**src/rae_pkg.sv**
```systemverilog
// shared types, constants and helpers of the register alu executor
// no dependencies; imported by rae_alu, rae_regfile and the top level
package rae_pkg;

    localparam int NUM_REGS  = 5;
    localparam int WORD_W    = 32;
    localparam int REG_IDX_W = 3;
    localparam int CMD_W     = 4;
    localparam int RF_AW     = (NUM_REGS > 1) ? $clog2(NUM_REGS) : 1;
    localparam int DIV_CNT_W = $clog2(WORD_W);
    localparam int S_TDATA_W = 48;
    localparam int M_TDATA_W = 72;

    typedef logic [WORD_W-1:0]    t_word;
    typedef logic [REG_IDX_W-1:0] t_reg_idx;
    typedef logic [CMD_W-1:0]     t_cmd;

    localparam t_cmd CMD_LOAD  = 4'd0;
    localparam t_cmd CMD_MOVR  = 4'd1;
    localparam t_cmd CMD_ADDR  = 4'd2;
    localparam t_cmd CMD_SUBR  = 4'd3;
    localparam t_cmd CMD_MULR  = 4'd4;
    localparam t_cmd CMD_MODR  = 4'd5;
    localparam t_cmd CMD_DIVR  = 4'd6;
    localparam t_cmd CMD_INCR  = 4'd7;
    localparam t_cmd CMD_DECR  = 4'd8;
    localparam t_cmd CMD_COMP  = 4'd9;
    localparam t_cmd CMD_CGEQ  = 4'd10;
    localparam t_cmd CMD_CLEQ  = 4'd11;
    localparam t_cmd CMD_SHIF  = 4'd12;
    localparam t_cmd CMD_GOTO  = 4'd13;
    localparam t_cmd CMD_JUMP  = 4'd14;

    typedef struct packed {
        logic  start;
        t_cmd  cmd;
        t_word x;
        t_word y;
        t_word imm;
    } t_alu_req;

    typedef struct packed {
        logic  busy;
        logic  done;
        logic  div_zero;
        t_word value;
    } t_alu_rsp;

    typedef struct packed {
        logic     en;
        t_reg_idx addr;
        t_word    data;
    } t_rf_wr;

    function automatic logic rf_in_range(input t_reg_idx idx);
        return int'(idx) < NUM_REGS;
    endfunction

endpackage

```
**src/register_alu_executor_core.sv**
```systemverilog
// top level of the register alu executor: sequencer, pc, error flag, output register
// depends on rae_pkg, rae_regfile and rae_alu
//
//  channel   | direction | handshake                  | payload
//  ----------+-----------+----------------------------+--------------------------------
//  s (instr) | in        | i_s_tvalid / o_s_tready    | i_s_tdata: cmd, regs, imm, jnz
//  m (result)| out       | o_m_tvalid / i_m_tready    | o_m_tdata: dest, value, pc, err
//  cfg       | in        | i_cfg_we (no wait)         | i_cfg_wdata: code_base
//
// one instruction at a time: o_s_tready is high only while the sequencer is idle
// simple ops go from accept to result through the alu's registered path; div and mod also
// run the shared restoring divider with its operand and sign-fix steps
// synchronous active-low reset clears registers a..e (via valid bits), pc and error
// a stalled result sits in the output register; the next instruction is accepted
// meanwhile and waits at its commit step until that register frees up
module register_alu_executor_core (
    input  logic                              i_clk,
    input  logic                              i_rst_n,
    // fields from bit 0: cmd[3:0], first_register[6:4], second_register[9:7],
    // immediate[41:10], jump_if_nonzero[42], zero pad
    input  logic [rae_pkg::S_TDATA_W-1:0]     i_s_tdata,
    input  logic                              i_s_tvalid,
    output logic                              o_s_tready,
    // fields from bit 0: dest_index[2:0], dest_written[3], dest_value[35:4],
    // program_counter[67:36], zero_div_error[68], zero pad
    output logic [rae_pkg::M_TDATA_W-1:0]     o_m_tdata,
    output logic                              o_m_tvalid,
    input  logic                              i_m_tready,
    input  logic                              i_cfg_we,
    input  rae_pkg::t_word                    i_cfg_wdata
);
    import rae_pkg::*;

    // sequencer states
    localparam logic [1:0] S_IDLE = 2'd0;  // waiting for a transaction
    localparam logic [1:0] S_EXEC = 2'd1;  // operands ready, kick the alu
    localparam logic [1:0] S_WAIT = 2'd2;  // alu working
    localparam logic [1:0] S_FIN  = 2'd3;  // commit once the output register is free

    logic [1:0] r_state;
    logic [1:0] n_state;

    // captured instruction
    t_cmd     r_cmd;
    t_reg_idx r_r1;
    t_word    r_imm;
    logic     r_jnz;

    // architectural state outside the register file
    t_word r_pc;
    logic  r_err;
    t_word r_code_base;

    // output register
    logic                 r_out_valid;
    logic [M_TDATA_W-1:0] r_out_data;

    // input field split
    t_cmd     in_cmd;
    t_reg_idx in_r1;
    t_reg_idx in_r2;
    t_word    in_imm;
    logic     in_jnz;

    logic     s_accept;
    logic     commit;
    t_word    rd0_data;
    t_word    rd1_data;
    t_reg_idx rd0_addr;
    t_alu_req alu_req;
    t_alu_rsp alu_rsp;
    t_rf_wr   rf_wr;

    // commit decode
    logic     is_div;
    logic     dz_hit;
    logic     writes_reg;
    t_reg_idx dest;
    logic     wr_ok;
    t_word    n_pc;
    logic     n_err;

    assign in_cmd = i_s_tdata[3:0];
    assign in_r1  = i_s_tdata[6:4];
    assign in_r2  = i_s_tdata[9:7];
    assign in_imm = i_s_tdata[41:10];
    assign in_jnz = i_s_tdata[42];

    assign o_s_tready = (r_state == S_IDLE);
    assign s_accept   = i_s_tvalid && o_s_tready;

    // jumps test register a, which is the only operand they need
    assign rd0_addr = (in_cmd == CMD_JUMP) ? '0 : in_r1;

    rae_regfile u_regfile (
        .i_clk      (i_clk),
        .i_rst_n    (i_rst_n),
        .i_rd_en    (s_accept),
        .i_rd0_addr (rd0_addr),
        .i_rd1_addr (in_r2),
        .i_wr       (rf_wr),
        .o_rd0_data (rd0_data),
        .o_rd1_data (rd1_data)
    );

    always_comb begin
        alu_req.start = (r_state == S_EXEC);
        alu_req.cmd   = r_cmd;
        alu_req.x     = rd0_data;
        alu_req.y     = rd1_data;
        alu_req.imm   = r_imm;
    end

    rae_alu u_alu (
        .i_clk   (i_clk),
        .i_rst_n (i_rst_n),
        .i_req   (alu_req),
        .o_rsp   (alu_rsp)
    );

    // sequencer
    always_comb begin
        n_state = r_state;
        case (r_state)
            S_IDLE: begin
                if (s_accept) begin
                    n_state = S_EXEC;
                end
            end
            S_EXEC: n_state = S_WAIT;
            S_WAIT: begin
                if (alu_rsp.done) begin
                    n_state = S_FIN;
                end
            end
            S_FIN: begin
                if (commit) begin
                    n_state = S_IDLE;
                end
            end
            default: n_state = S_IDLE;
        endcase
    end

    assign commit = (r_state == S_FIN) && (!r_out_valid || i_m_tready);

    // result decode
    always_comb begin
        is_div     = (r_cmd == CMD_DIVR) || (r_cmd == CMD_MODR);
        dz_hit     = is_div && alu_rsp.div_zero;
        writes_reg = (r_cmd <= CMD_SHIF) && !dz_hit;
        case (r_cmd)
            CMD_LOAD, CMD_MOVR, CMD_INCR, CMD_DECR, CMD_SHIF: dest = r_r1;
            default: dest = '0;
        endcase
        // writes beyond the last register are dropped and reported as no write
        wr_ok = writes_reg && rf_in_range(dest);
        n_err = r_err | dz_hit;
        case (r_cmd)
            CMD_GOTO: n_pc = r_code_base + rd0_data;
            CMD_JUMP: n_pc = ((rd0_data != '0) == r_jnz) ? r_imm : r_pc;
            default:  n_pc = r_pc;
        endcase
    end

    always_comb begin
        rf_wr.en   = commit && wr_ok;
        rf_wr.addr = dest;
        rf_wr.data = alu_rsp.value;
    end

    always_ff @(posedge i_clk) begin
        if (!i_rst_n) begin
            r_state     <= S_IDLE;
            r_pc        <= '0;
            r_err       <= 1'b0;
            r_code_base <= '0;
            r_out_valid <= 1'b0;
        end else begin
            r_state <= n_state;
            if (i_cfg_we) begin
                r_code_base <= i_cfg_wdata;
            end
            if (commit) begin
                r_pc        <= n_pc;
                r_err       <= n_err;
                r_out_valid <= 1'b1;
            end else if (i_m_tready) begin
                r_out_valid <= 1'b0;
            end
        end
    end

    // instruction capture and result payload
    always_ff @(posedge i_clk) begin
        if (s_accept) begin
            r_cmd <= in_cmd;
            r_r1  <= in_r1;
            r_imm <= in_imm;
            r_jnz <= in_jnz;
        end
        if (commit) begin
            r_out_data <= {3'b000, n_err, n_pc,
                           wr_ok ? alu_rsp.value : t_word'(0),
                           wr_ok,
                           wr_ok ? dest : t_reg_idx'(0)};
        end
    end

    assign o_m_tvalid = r_out_valid;
    assign o_m_tdata  = r_out_data;

    // the input side is closed whenever the shared unit is still working
    assert property (@(posedge i_clk) disable iff (!i_rst_n)
        o_s_tready |-> !alu_rsp.busy)
        else $error("instruction port open while the alu is busy");

    // a new result only ever appears through the commit step
    assert property (@(posedge i_clk) disable iff (!i_rst_n)
        $rose(o_m_tvalid) |-> $past(r_state) == S_FIN)
        else $error("result raised outside the commit step");

    // the divide-by-zero flag is sticky until reset
    assert property (@(posedge i_clk) disable iff (!i_rst_n)
        r_err |=> r_err)
        else $error("error flag cleared without reset");

    // a result without a register write carries zero index and value
    assert property (@(posedge i_clk) disable iff (!i_rst_n)
        (o_m_tvalid && !o_m_tdata[3]) |-> (o_m_tdata[2:0] == '0 && o_m_tdata[35:4] == '0))
        else $error("non-writing result carries a destination");

endmodule

```
**src/rae_regfile.sv**
```systemverilog
// register file a..e with two registered read ports and one write port
// depends on rae_pkg; entries read as zero until written or when out of range
module rae_regfile (
    input  logic              i_clk,
    input  logic              i_rst_n,
    input  logic              i_rd_en,
    input  rae_pkg::t_reg_idx i_rd0_addr,
    input  rae_pkg::t_reg_idx i_rd1_addr,
    input  rae_pkg::t_rf_wr   i_wr,
    output rae_pkg::t_word    o_rd0_data,
    output rae_pkg::t_word    o_rd1_data
);
    import rae_pkg::*;

    t_word                mem [NUM_REGS];
    logic  [NUM_REGS-1:0] r_valid;
    t_word                r_rd0;
    t_word                r_rd1;

    always_ff @(posedge i_clk) begin
        if (i_wr.en && rf_in_range(i_wr.addr)) begin
            mem[i_wr.addr[RF_AW-1:0]] <= i_wr.data;
        end
    end

    always_ff @(posedge i_clk) begin
        if (!i_rst_n) begin
            r_valid <= '0;
        end else if (i_wr.en && rf_in_range(i_wr.addr)) begin
            r_valid[i_wr.addr[RF_AW-1:0]] <= 1'b1;
        end
    end

    always_ff @(posedge i_clk) begin
        if (i_rd_en) begin
            r_rd0 <= (rf_in_range(i_rd0_addr) && r_valid[i_rd0_addr[RF_AW-1:0]])
                     ? mem[i_rd0_addr[RF_AW-1:0]] : '0;
            r_rd1 <= (rf_in_range(i_rd1_addr) && r_valid[i_rd1_addr[RF_AW-1:0]])
                     ? mem[i_rd1_addr[RF_AW-1:0]] : '0;
        end
    end

    assign o_rd0_data = r_rd0;
    assign o_rd1_data = r_rd1;

endmodule

```
**src/rae_alu.sv**
```systemverilog
// shared arithmetic unit: registered simple ops plus a radix-2 restoring divider
// depends on rae_pkg; driven by the sequencer in the top level
module rae_alu (
    input  logic              i_clk,
    input  logic              i_rst_n,
    input  rae_pkg::t_alu_req i_req,
    output rae_pkg::t_alu_rsp o_rsp
);
    import rae_pkg::*;

    localparam logic [1:0] ALU_IDLE = 2'd0;
    localparam logic [1:0] ALU_DIV  = 2'd1;
    localparam logic [1:0] ALU_FIX  = 2'd2;

    logic [1:0]           r_state;
    logic                 r_done;
    logic                 r_dz;
    t_word                r_value;
    t_word                r_rem;
    t_word                r_quo;
    t_word                r_div;
    logic                 r_neg_a;
    logic                 r_neg_q;
    logic                 r_is_mod;
    logic [DIV_CNT_W-1:0] r_cnt;

    t_word        simple_val;
    t_word        shift_val;
    t_word        neg_imm;
    t_word        abs_x;
    t_word        abs_y;
    t_word        rem_shift;
    logic [WORD_W:0] trial;
    logic         is_div;

    // shift by immediate: positive is arithmetic right, negative is left
    always_comb begin
        neg_imm = '0 - i_req.imm;
        if (!i_req.imm[WORD_W-1]) begin
            if (|i_req.imm[WORD_W-2:5]) begin
                shift_val = {WORD_W{i_req.x[WORD_W-1]}};
            end else begin
                shift_val = t_word'($signed(i_req.x) >>> i_req.imm[4:0]);
            end
        end else begin
            if (|neg_imm[WORD_W-1:5]) begin
                shift_val = '0;
            end else begin
                shift_val = i_req.x << neg_imm[4:0];
            end
        end
    end

    always_comb begin
        case (i_req.cmd)
            CMD_LOAD: simple_val = i_req.imm;
            CMD_MOVR: simple_val = i_req.y;
            CMD_ADDR: simple_val = i_req.x + i_req.y;
            CMD_SUBR: simple_val = i_req.x - i_req.y;
            CMD_MULR: simple_val = i_req.x * i_req.y;
            CMD_INCR: simple_val = i_req.x + 1'b1;
            CMD_DECR: simple_val = i_req.x - 1'b1;
            CMD_COMP: simple_val = t_word'(i_req.x == i_req.y);
            CMD_CGEQ: simple_val = t_word'(!($signed(i_req.x) < $signed(i_req.y)));
            CMD_CLEQ: simple_val = t_word'(!($signed(i_req.y) < $signed(i_req.x)));
            CMD_SHIF: simple_val = shift_val;
            default:  simple_val = '0;
        endcase
    end

    always_comb begin
        is_div    = (i_req.cmd == CMD_DIVR) || (i_req.cmd == CMD_MODR);
        abs_x     = i_req.x[WORD_W-1] ? ('0 - i_req.x) : i_req.x;
        abs_y     = i_req.y[WORD_W-1] ? ('0 - i_req.y) : i_req.y;
        // partial remainder stays below the divisor, so the shift fits a word
        rem_shift = {r_rem[WORD_W-2:0], r_quo[WORD_W-1]};
        trial     = {1'b0, rem_shift} - {1'b0, r_div};
    end

    always_ff @(posedge i_clk) begin
        if (!i_rst_n) begin
            r_state <= ALU_IDLE;
            r_done  <= 1'b0;
        end else begin
            r_done <= 1'b0;
            case (r_state)
                ALU_IDLE: begin
                    if (i_req.start) begin
                        if (is_div && (i_req.y != '0)) begin
                            r_state <= ALU_DIV;
                        end else begin
                            r_done <= 1'b1;
                        end
                    end
                end
                ALU_DIV: begin
                    if (r_cnt == DIV_CNT_W'(WORD_W-1)) begin
                        r_state <= ALU_FIX;
                    end
                end
                ALU_FIX: begin
                    r_state <= ALU_IDLE;
                    r_done  <= 1'b1;
                end
                default: r_state <= ALU_IDLE;
            endcase
        end
    end

    always_ff @(posedge i_clk) begin
        case (r_state)
            ALU_IDLE: begin
                if (i_req.start) begin
                    r_dz     <= is_div && (i_req.y == '0);
                    r_value  <= simple_val;
                    r_rem    <= '0;
                    r_quo    <= abs_x;
                    r_div    <= abs_y;
                    r_neg_a  <= i_req.x[WORD_W-1];
                    r_neg_q  <= i_req.x[WORD_W-1] ^ i_req.y[WORD_W-1];
                    r_is_mod <= (i_req.cmd == CMD_MODR);
                    r_cnt    <= '0;
                end
            end
            ALU_DIV: begin
                r_cnt <= r_cnt + 1'b1;
                if (!trial[WORD_W]) begin
                    r_rem <= trial[WORD_W-1:0];
                    r_quo <= {r_quo[WORD_W-2:0], 1'b1};
                end else begin
                    r_rem <= rem_shift;
                    r_quo <= {r_quo[WORD_W-2:0], 1'b0};
                end
            end
            ALU_FIX: begin
                if (r_is_mod) begin
                    r_value <= r_neg_a ? ('0 - r_rem) : r_rem;
                end else begin
                    r_value <= r_neg_q ? ('0 - r_quo) : r_quo;
                end
            end
            default: ;
        endcase
    end

    assign o_rsp.busy     = (r_state != ALU_IDLE);
    assign o_rsp.done     = r_done;
    assign o_rsp.div_zero = r_dz;
    assign o_rsp.value    = r_value;

endmodule

```
**config.mk**
```make
export PLATFORM = sky130hd
export DESIGN_NAME = register_alu_executor_core
export DESIGN_NICKNAME = d
export VERILOG_FILES = /design/src/rae_pkg.sv /design/src/register_alu_executor_core.sv /design/src/rae_regfile.sv /design/src/rae_alu.sv
export SDC_FILE = /design/constraint.sdc
export NUM_CORES = 2
export LEC_CHECK = 0
export BUFFER_PORTS_ARGS = -buffer_cell sky130_fd_sc_hd__buf_2
export CAP_MARGIN = 20
export CORE_ASPECT_RATIO = 2
export CORE_UTILIZATION = 23
export CTS_BUF_LIST = sky130_fd_sc_hd__clkbuf_16
export CTS_CLUSTER_DIAMETER = 120
export DETAILED_ROUTE_END_ITERATION = 7
export GPL_TIMING_DRIVEN = 0
export PLACE_DENSITY_LB_ADDON = 0.12
export SETUP_SLACK_MARGIN = 0.15
export SYNTH_ARGS = -nofsm -noshare
export SYNTH_HDL_FRONTEND = slang
export SYNTH_HIERARCHICAL = 1
export SYNTH_SLANG_ARGS = --single-unit
```
**constraint.sdc**
```tcl
create_clock -name i_clk -period 16.6 [get_ports i_clk]
set_input_delay 0.83 -clock i_clk [delete_from_list [all_inputs] [get_ports i_clk]]
set_output_delay 0.83 -clock i_clk [all_outputs]
set_load 0.02 [all_outputs]
```
* Word level (Yosys, flattened, before mapping) *
Memory sizes are Yosys's and may differ from the RTL's. A register that Yosys moved wholly into a read port is not among the register bits.
Cells that the tools add are included.

word-level totals
  memories kept = 1
  memory bits (writable) = 160
  bits in registers = 322
  logic and storage cells = 163
  output and inout bits = 74

cells by class
  $lt $le $gt $ge = 10
  equality and inequality tests = 29
  multiplexer cells = 44
  multiply operators = 1
  reduce and logical (&&, ||, !) cells = 37
  bitwise gates (word level) = 3
  add/sub/neg operators = 12
  shift-type cells = 2

memories
  memory         words  bits a word  read ports  clocked after Yosys merged registers in  wr ports  RTL line           RTL
  u_regfile.mem  5      32           2           2                                        1         rae_regfile.sv:15  t_word mem [NUM_REGS];

operators with widths
  operator               number
  $mux 32                12
  $pmux 32 s11           1
  $pmux 32 s2            4
  $sub 1x32->32 const A  5
  $add 32x32->32         2
  $lt 32x32->1           2
  $reduce_bool 32->1     2
  $sub 32x32->33         1
  $add 32x1->32 const B  1
  $eq 32x32->1           1
  $eq 4x4->1 const B     8
  $logic_not 32->1       1
  $mul 32x32->32         1
  $shl 32x5->32          1
  $sshr 32x5->32         1
  $sub 32x1->32 const B  1
  $sub 32x32->32         1
  $mux 31                1
  $reduce_or 27->1       1
  $reduce_or 26->1       1
  $eq 4x3->1 const B     4
  $logic_and 1x1->1      12
  $lt 3x4->1 const B     3
  $mux 2                 6
  32 further kinds       65

* Longest topological paths before layout *
  word-level depth = 10
  depth in mapped cells = 31

* Hierarchy *
The synthesis kept the hierarchy.

by module, submodules not included
  module                      instances  sequential area each (µm²)  cells each  area an instance (µm²)
  rae_alu                     1          4174.0                      4340        34999.8
  rae_regfile                 1          6826.5                      412         9325.2
  register_alu_executor_core  1          4634.4                      768         8592.0

* Least setup slack after synthesis *
Ideal clock, no wire load.

  kind = reg2reg
  start = register u_regfile.r_rd0[15] (netlist: u_regfile/o_rd0_data[15]), read port of u_regfile.mem
  end = register u_alu.r_value[24] (data pin)
  setup time = 0.275 ns
  stages on the path, launching flop included = 28
  data arrival time = 7.414 ns
  clock period less this slack = 7.690 ns
  path slack = 8.910 ns
  required time = 16.325 ns
  buffers on the path = 2
  path through = edfxtp_1 clkbuf_1 clkbuf_1 clkinv_1 nor2_1 fa_1 inv_1 fa_1 fa_1 fa_1 inv_1 fa_1 inv_1 fa_1 inv_1 fa_1 fa_1 ha_1 a21o_1 a21o_1 a21oi_1 inv_1 o31a_1 a21o_1 a21oi_1 xnor2_1 a2111oi_0 o22ai_1

between the ends
  longest elaborated chain between the ends = 6
  elaborated cells between the ends (all ways) = 13
  those cells by class = 4 x add/sub; 1 x mul; 2 x shift; 6 x mux

RTL lines
  element                                                                 RTL line           RTL
  from (decl)                                                             rae_regfile.sv:17  t_word r_rd0;
  parallel branches: the longest is 3 deep, another holds $mul 32x32->32  n/a
  $pmux 32 s11 *                                                          rae_alu.sv:55      case (i_req.cmd)
  $mux 32 *                                                               rae_alu.sv:113     if (i_req.start) begin
  $pmux 32 s2 *                                                           rae_alu.sv:111     case (r_state)
  to (signal assigned)                                                    rae_alu.sv:115     r_value <= simple_val;
  to (signal assigned)                                                    rae_alu.sv:137     r_value <= r_neg_a ? ('0 - r_rem) : r_rem;
  to (signal assigned)                                                    rae_alu.sv:139     r_value <= r_neg_q ? ('0 - r_quo) : r_quo;
  to (decl)                                                               rae_alu.sv:18      t_word r_value;

Every way passes the cells marked *. The select of a mux whose other input is x is not followed.
A chain may end at the register's enable or synchronous reset.

* Worst setup path after layout *
  start = register u_regfile.r_rd0[15] (netlist: u_regfile/o_rd0_data[15]), read port of u_regfile.mem
  end = register u_alu.r_value[27] (data pin)

Same word-level chain as after synthesis.

==> impl_metrics.yaml <==
min_path:
  whs_path_depth: 1
  hp-class: "in -> reg"
die:
  die_area_mm2: 0.2321
  io-pin-count: 159
  fp.dieH_um: 680.3
  placementRows: 248
  dieWidth_um: 341.2
  core-area_mm2: 0.2284
  initial_core_util_pct: 23.17
detailed_routing:
  wl_per_cell_um: 35.97
  drtPass1Iterations: 6
  routed_wl_um: 319200
  drc_errors: 0
  ant_nets: 0
  vias: 45900
  drt-initial-drc-count: 3061
  vias_per_cell: 5.172
worst_setup_path:
  crit_cells: 27
  worstPathArrival_ns: 12.58
  cp-end-kind: "flop"
  slowest_delay_ns: 1.08
  crit_family: "adder cells"
  rr_worst_depth: 27
  cp_slowest_cell: "edfxtp_1"
  critPathKind: "reg -> reg"
  cp.required_ns: 16.92
  start_kind: "flop"
  path_buf_inv: 7
  cp_common_cell: "fa_1"
  critPathMaxFanout: 10
placed_design:
  place_area_mm2: 0.05899
  dp_slack_ns: 4.642
  portBuffers: 147
  dpl.hpwl_um: 265400
  gp_congestion: 1.018
yosys:
  netlist_area_mm2: 0.05291
  syn_avg_cell_area_um2: 9.587
  syn_inst: 5519
  yosysWarnings: 6
run_status:
  outcome: "completed"
clocking:
  cts.sink_count: 546
  cts_root_buf: "clkbuf_16"
  cts_resized: 0
  cts_setup_buffers: 0
  htree_levels: 2
  clock_path_buffers: 3
  cts_buffers: 51
  clock_latency_ns: 0.71
  cts_tree: "yes"
  clk_pin_slew_ns: 0.07
  cts_hold_buffers: 0
finish:
  fin_nets: 6625
  final_core_util_pct: 26.66
  area.sequential_mm2: 0.01564
  fillers: 24750
  syn2layout_area_growth_pct: 15.05
  drive_above_1_share_pct: 10.12
  final_cell_area_mm2: 0.06087
  multi_input_area_mm2: 0.03365
timing:
  post-route-min-period_ns: 12.25
  fmax_ghz: 0.08162
  max_slew.worst_pin.slew_ns: 1.366
  hold_violations: 0
  skew_ns: 0.07552
  setup_viol: 0
  finalSetupTns_ns: 0
  max_slew_margin_pct: 8.510
  final_max_slew_viol_count: 0
  rsz0062_at_grt: "no"
  fin_ws_ns: 4.348
  fin_crit_sh_pct: 73.81
global_route:
  grt_pass1_vias: 48730
  grt_first_pass_wirelength_um: 425200
  grt-ovfl-total: 0
  track_usage_pct: 27.18
  grt_antenna_before_repair: 14
  grt_max_degree: 62
run:
  cap_violations: 0
final cells by class:
cell class                      count  share of cell area [%]
Antenna cell                       12                 0.04933
Buffer                            347                   2.688
Clock buffer                       52                   2.138
Clock inverter                     43                  0.7728
Inverter                          561                   3.459
Multi-Input combinational cell   4067                   55.27
Sequential cell                   546                   25.68
Tap cell                         3000                   6.166
Timing Repair Buffer              246                   3.772
worst register-to-register path, cell delays in order (launching register included):
cell	delay [ns]
edfxtp_1	1.08
clkbuf_1	0.92
clkbuf_1	0.87
clkinv_1	0.79
nor2_1	0.34
fa_1	0.45
inv_1	0.08
fa_1	0.43
fa_1	0.50
fa_1	0.55
inv_1	0.05
fa_1	0.49
inv_1	0.05
fa_1	0.55
inv_1	0.05
fa_1	0.50
fa_1	0.43
ha_1	0.37
a21o_1	0.18
a21oi_1	0.24
o21ai_0	0.23
or2_2	0.36
o211ai_1	0.31
nand2b_1	0.10
a211oi_1	0.61
nor3_1	0.31
o31ai_1	0.68
o21ai_0	0.39
final timing paths:
path	end	slack, ns	startpoint
max	u_alu/r_value[27]$_DFFE_PP_	4.35	u_regfile/o_rd0_data[15]$_SDFFCE_PN0P_
min	r_imm[14]$_DFFE_PP_	0.34	i_s_tdata[24]
max reg2reg	u_alu/r_value[27]$_DFFE_PP_	4.35	u_regfile/o_rd0_data[15]$_SDFFCE_PN0P_
min reg2reg	r_pc[0]$_SDFFE_PN0P_	0.47	r_pc[0]$_SDFFE_PN0P_
metrics by stage:
stage	cells	hold slack (ns)
after global placement	8668	0.4475
after CTS	8856	0.2846
after floorplan	5521	0.4293
after detailed placement	8761	0.4549
after global routing	8865	0.3142
final	8874	0.3361
flip-flops by register name, indices dropped and copies added, names as in the netlist, 2 cells and up:
signal	flops
u_regfile/mem	160
o_m_tdata	69
r_code_base	32
r_imm	32
r_pc	32
u_alu/r_div	32
u_alu/r_quo	32
u_alu/r_rem	32
u_alu/r_value	32
u_regfile/o_rd0_data	32
u_regfile/o_rd1_data	32
u_alu/r_cnt	5
u_regfile/r_valid	5
r_cmd	4
r_r1	3
r_state	2
u_alu/r_state	2
placed cells by master (no fill, tap or decap), types with 60 or more instances in the layout:
cell      instances
fa_1            412
inv_1           543
ha_1            308
nand3_1          73
xnor2_1         248
xor2_1           80
nor2_1          552
buf_2           164
clkbuf_1        230
a22o_1           70
mux4_2          106
edfxtp_1        470
dfxtp_1          76
o21ai_0         267
nor3_1           83
a21oi_1         230
mux2i_1          80
a21o_1           60
nand2_1         613
layer usage:
metal / part of all wire (%) / wire, um / track usage [%] / vias up
met4: 13 / 40220 / 26.92 / 4
met5: 0.0072 / 23 / 0 / -
met1: 32 / 101900 / 25.35 / 23560
met2: 52 / 166300 / 50.70 / 1675
li1: - / - / - / 19850
met3: 3.3 / 10690 / 2.481 / 806
Power is left out: the tool's default activity adds up to more than one toggle a clock period on the data nets, which glitch-free logic cannot reach.
